**src/hw/rtl/phv_pkg.sv**
```systemverilog
// ----------------------------------------------------------------------------
// phv_pkg
// Types, constants and saturating score helpers for the profile HMM
// Viterbi cell engine.
// ----------------------------------------------------------------------------
package phv_pkg;

   // score format: Q19.12 two's complement
   localparam int SCORE_W   = 32;
   localparam int LEN_CFG_W = 12;

   typedef logic signed [SCORE_W-1:0] score_type;

   localparam score_type SCORE_MAX = {1'b0, {(SCORE_W-1){1'b1}}};
   localparam score_type SCORE_MIN = {1'b1, {(SCORE_W-1){1'b0}}};
   // minus infinity, round(-709.0895657 * 4096)
   localparam score_type NEG_INF   = -32'sd2904431;

   // item mode codes
   localparam logic [1:0] MODE_START = 2'd0;
   localparam logic [1:0] MODE_NEXT  = 2'd1;
   localparam logic [1:0] MODE_CELL  = 2'd2;

   // input item
   typedef struct packed {
      logic [1:0] mode;
      score_type  match_emission;
      score_type  insert_emission;
      score_type  trans_match_match;
      score_type  trans_match_insert;
      score_type  trans_match_delete;
      score_type  trans_insert_match;
      score_type  trans_insert_insert;
      score_type  trans_delete_match;
      score_type  trans_delete_delete;
   } req_type;

   // result item
   typedef struct packed {
      score_type match_score;
      score_type insert_score;
      score_type delete_score;
      logic      row_last;
   } rsp_type;

   // one state's transition set
   typedef struct packed {
      score_type mm;
      score_type mi;
      score_type md;
      score_type im;
      score_type ii;
      score_type dm;
      score_type dd;
   } trans_type;

   // one column entry: match, insert, delete scores
   typedef struct packed {
      score_type m_score;
      score_type i_score;
      score_type d_score;
   } col_type;

   function automatic trans_type to_trans(input req_type item);
      trans_type t;
      t.mm = item.trans_match_match;
      t.mi = item.trans_match_insert;
      t.md = item.trans_match_delete;
      t.im = item.trans_insert_match;
      t.ii = item.trans_insert_insert;
      t.dm = item.trans_delete_match;
      t.dd = item.trans_delete_delete;
      return t;
   endfunction

   function automatic score_type sat_add(input score_type a, input score_type b);
      logic signed [SCORE_W:0] s;
      s = {a[SCORE_W-1], a} + {b[SCORE_W-1], b};
      if (s[SCORE_W] != s[SCORE_W-1]) begin
         return s[SCORE_W] ? SCORE_MIN : SCORE_MAX;
      end
      return s[SCORE_W-1:0];
   endfunction

   function automatic score_type sat_sub(input score_type a, input score_type b);
      logic signed [SCORE_W:0] s;
      s = {a[SCORE_W-1], a} - {b[SCORE_W-1], b};
      if (s[SCORE_W] != s[SCORE_W-1]) begin
         return s[SCORE_W] ? SCORE_MIN : SCORE_MAX;
      end
      return s[SCORE_W-1:0];
   endfunction

   function automatic score_type score_max2(input score_type a, input score_type b);
      return (b > a) ? b : a;
   endfunction

endpackage

```
**src/hw/rtl/phv_cell_calc.sv**
```systemverilog
// ----------------------------------------------------------------------------
// phv_cell_calc
// Match / insert / delete recurrence for one cell, plus the new-row left
// neighbour carried to the next position.
// ----------------------------------------------------------------------------
module phv_cell_calc
   import phv_pkg::*;
(
   input  logic      first_row,
   input  logic      pos_zero,
   input  score_type match_emission,
   input  score_type insert_emission,
   input  trans_type prev_tr,
   input  trans_type cur_tr,
   input  col_type   old_col,
   input  col_type   old_left,
   input  score_type new_left_m,
   input  score_type new_left_i,
   output col_type   cell_out,
   output score_type next_left_m,
   output score_type next_left_i
);

   score_type best;
   score_type diff;

   always_comb begin
      best        = '0;
      diff        = '0;
      cell_out    = '0;
      next_left_m = '0;
      next_left_i = '0;
      if (first_row) begin
         // initialization row: match and delete stay at zero
         if (pos_zero) begin
            cell_out.i_score = NEG_INF;
            next_left_i      = '0;
         end else begin
            cell_out.i_score = score_max2(cur_tr.mi, sat_add(new_left_i, cur_tr.ii));
            next_left_i      = cell_out.i_score;
         end
      end else begin
         cell_out.d_score = score_max2(sat_add(old_col.m_score, prev_tr.md),
                                       sat_add(old_col.d_score, prev_tr.dd));
         if (pos_zero) begin
            cell_out.m_score = NEG_INF;
            cell_out.i_score = NEG_INF;
         end else begin
            // diagonal predecessor from the previous row
            best = score_max2(score_max2(sat_add(old_left.m_score, prev_tr.mm),
                                         sat_add(old_left.i_score, prev_tr.im)),
                              sat_add(old_left.d_score, prev_tr.dm));
            diff = sat_sub(match_emission, insert_emission);
            cell_out.m_score = sat_add(diff, best);
            cell_out.i_score = score_max2(sat_add(new_left_m, cur_tr.mi),
                                          sat_add(new_left_i, cur_tr.ii));
         end
         next_left_m = cell_out.m_score;
         next_left_i = cell_out.i_score;
      end
   end

endmodule

```
**config.mk**
```make
export PLATFORM = sky130hd
export DESIGN_NAME = phv_cell_calc
export DESIGN_NICKNAME = d
export VERILOG_FILES = /design/src/hw/rtl/phv_pkg.sv /design/src/hw/rtl/phv_cell_calc.sv
export SDC_FILE = /design/constraint.sdc
export NUM_CORES = 1
export LEC_CHECK = 0
export BUFFER_PORTS_ARGS = -buffer_cell sky130_fd_sc_hd__buf_4
export CAP_MARGIN = 5
export CORE_AREA = 3 3 363 365
export DETAILED_ROUTE_END_ITERATION = 8
export DIE_AREA = 0 0 366 368
export PLACE_DENSITY = 0.44
export SYNTH_ARGS = -nofsm -noshare
export SYNTH_HDL_FRONTEND = slang
export SYNTH_SLANG_ARGS = --single-unit
```
**constraint.sdc**
```tcl
create_clock -name vclk -period 35.5
set_input_delay 1.775 -clock vclk [all_inputs]
set_output_delay 1.775 -clock vclk [all_outputs]
set_load 0.005 [all_outputs]
```
==> summary.txt <==
STA
  • Worst-margin pin slew: between 1 and 1.5 ns
  • Slew headroom: 0.191
  • Final Cycle Share: 0.480
  • Setup Viol. Count Final: 0
  • RSZ-0062 raised after global routing: no
  • Fin. Hold Viols: 0
  • Final setup TNS: 0 ns
  • Worst setup margin: 18.47 ns
  • Slew Limit Fails: 0
  • F_max: 58.7 MHz
  • Tmin final: 17.03 ns

Drt
  • Via-to-Cell Ratio: just under 5
  • 1st-iter DRT viols: 1935
  • Wirelength per Cell: 22.3 um
  • Post-route ant nets: 0
  • DRT Pass-1 Iters: 5
  • Routed Wire Length: 127000 um
  • DR vias: 28000
  • DRC: 0

Global routing
  • First-pass GRT wire length: 181000 um
  • Initial antenna violation count: 37
  • Grt met1 use: 0.236
  • Grt peak-use layer: met2
  • Largest net degree at the start of global routing: 38
  • Tot GR Track Use: 0.177
  • Overflow after GRT: 0
  • Number of global-route vias before repair: 27700
  • Met3 usage: 0.0375
  • Met2 usage: 0.291

Critical path
  • CP delay by family, top: compound AO/OA/AOI/OAI gates
  • Startpoint types: input port
  • Buf/Inv on CP: 7
  • Critical-path maximum fanout: 34
  • CP Capture Type: output pin
  • Crit path top cell by count: ha_1
  • CP arrival: 15.25 ns
  • Critical Path Max Stage Delay: 1.00 ns
  • Slowest cell on crit path: a21oi_2
  • Kind of critical path: input port to output pin
  • Critical Path RT: 33.72 ns

Synthesis
  • Seq/Total Area, Yosys: 0
  • Yosys top cell by area: ha_1
  • Area share of the largest cell type after synthesis: 0.241
  • Top cells by count, synth: ha_1 (459), a21oi_1 (434), nand2_1 (245)
  • Ys Warns: 0
  • Synth Net Count: 4657
  • Syn Inst Count: 3419
  • Top cells by area, synth: ha_1 (24%), a21oi_1 (9.1%), a21o_1 (6.2%)
  • Syn Std Cell Area: 0.0238 mm2
  • Post-synth cell types: 109
  • Most common cell in the synthesized netlist: ha_1
  • Syn avg cell area: 6.96 um2

Finish
  • Clock buf count: 0
  • Share of cells above drive strength 1: 0.201
  • FILL cells: 14800
  • Seq cells: 0
  • Syn-to-layout area delta: 27.8%
  • Layout Cells excl Fill: 5709
  • Final net count: approximately 5200
  • Reg area: 0 um2
  • Multi-input gate area: 0.0222 mm2

Placed design
  • PortBufs: around 670
  • Pre-CTS WS: 18.48 ns
  • Gpl congestion: roughly 0.92
  • HPWL after DPL: 114000 um
  • Placed insts: 5694

Die
  • Die area: approximately 0.13 mm2
  • Die width: 366 um
  • Core area: 0.129 mm2
  • # rows: roughly 130
  • Starting density of the core: 0.184
  • I/O pins: just over 900
  • Die height: 368 um

Run status
  • Status: completed

Flow run
  • Max_cap viols: 0

Clock network
  • # hold bufs at CTS: 0
  • Postcts setup bufs: 0
  • Post_cts resized: 0

Hold path
  • Hold Path Class: input port to output pin
-- path summary, 6_finish.rpt --
check                  startpoint           end  slack [ns]  cells after the start
worst min-delay path  cur_tr[180]  cell_out[52]        4.03                      4
worst max-delay path  prev_tr[97]  cell_out[74]       18.47                     51
-- layer usage --
layer  vias to the layer above  wire length (um)
met2                      1078             56300
met5                         -               125
met1                     12900             57400
met3                       131              9770
li1                      13800                 -
met4                        18              3520
-- cells by family (layout without fill, tap and decap cells) --
logic type               count (synthesis)  in the layout  synth area share
multiplexers                            76             76            0.0330
AO/OA/AOI/OAI                         1377           1377             0.377
other                                    0             15                 0
adder cells (fa/ha/maj)                478            478             0.253
AND/OR/NAND/NOR                        875            875             0.178
buffers and inverters                  371            904            0.0697
XOR/XNOR                               242            242            0.0893
-- cell usage in the layout, fill, tap and decap left out, types with 34 or more instances in the layout --
| master | n |
|---|---|
| o211ai_1 | 35 |
| o21bai_1 | 47 |
| nor2b_1 | 43 |
| buf_4 | 697 |
| mux2i_1 | 55 |
| o21ai_0 | 233 |
| nand2b_1 | 41 |
| nand4_1 | 69 |
| a31oi_1 | 35 |
| xor2_1 | 97 |
| nor3_1 | 39 |
| a21o_1 | 197 |
| a211oi_1 | 59 |
| a21boi_0 | 34 |
| inv_1 | 203 |
| o21a_1 | 74 |
| ha_1 | 459 |
| nand3_1 | 70 |
| nor2_1 | 229 |
| a21oi_1 | 430 |
| xnor2_1 | 143 |
| nand2_1 | 245 |
-- cell type report --
type,count,share of cell area
multi-input cells,3048,0.730
repair buffers,697,0.172
well taps,1742,0.0716
inverters,207,0.0255
diodes,15,0.00123
-- per-stage QoR --
| stage | util | hold WS (ns) | instance area [um2] |
|---|---|---|---|
| 4_1_cts | 0.235 | 4.03 | 30400 |
| 2_1_floorplan | - | 3.67 | 23800 |
| 5_1_grt | 0.235 | 4.04 | 30400 |
| 3_3_place_gp | 0.235 | 4.01 | 30400 |
| 6_report | 0.236 | 4.03 | 30400 |
| 3_5_place_dp | 0.235 | 4.02 | 30400 |
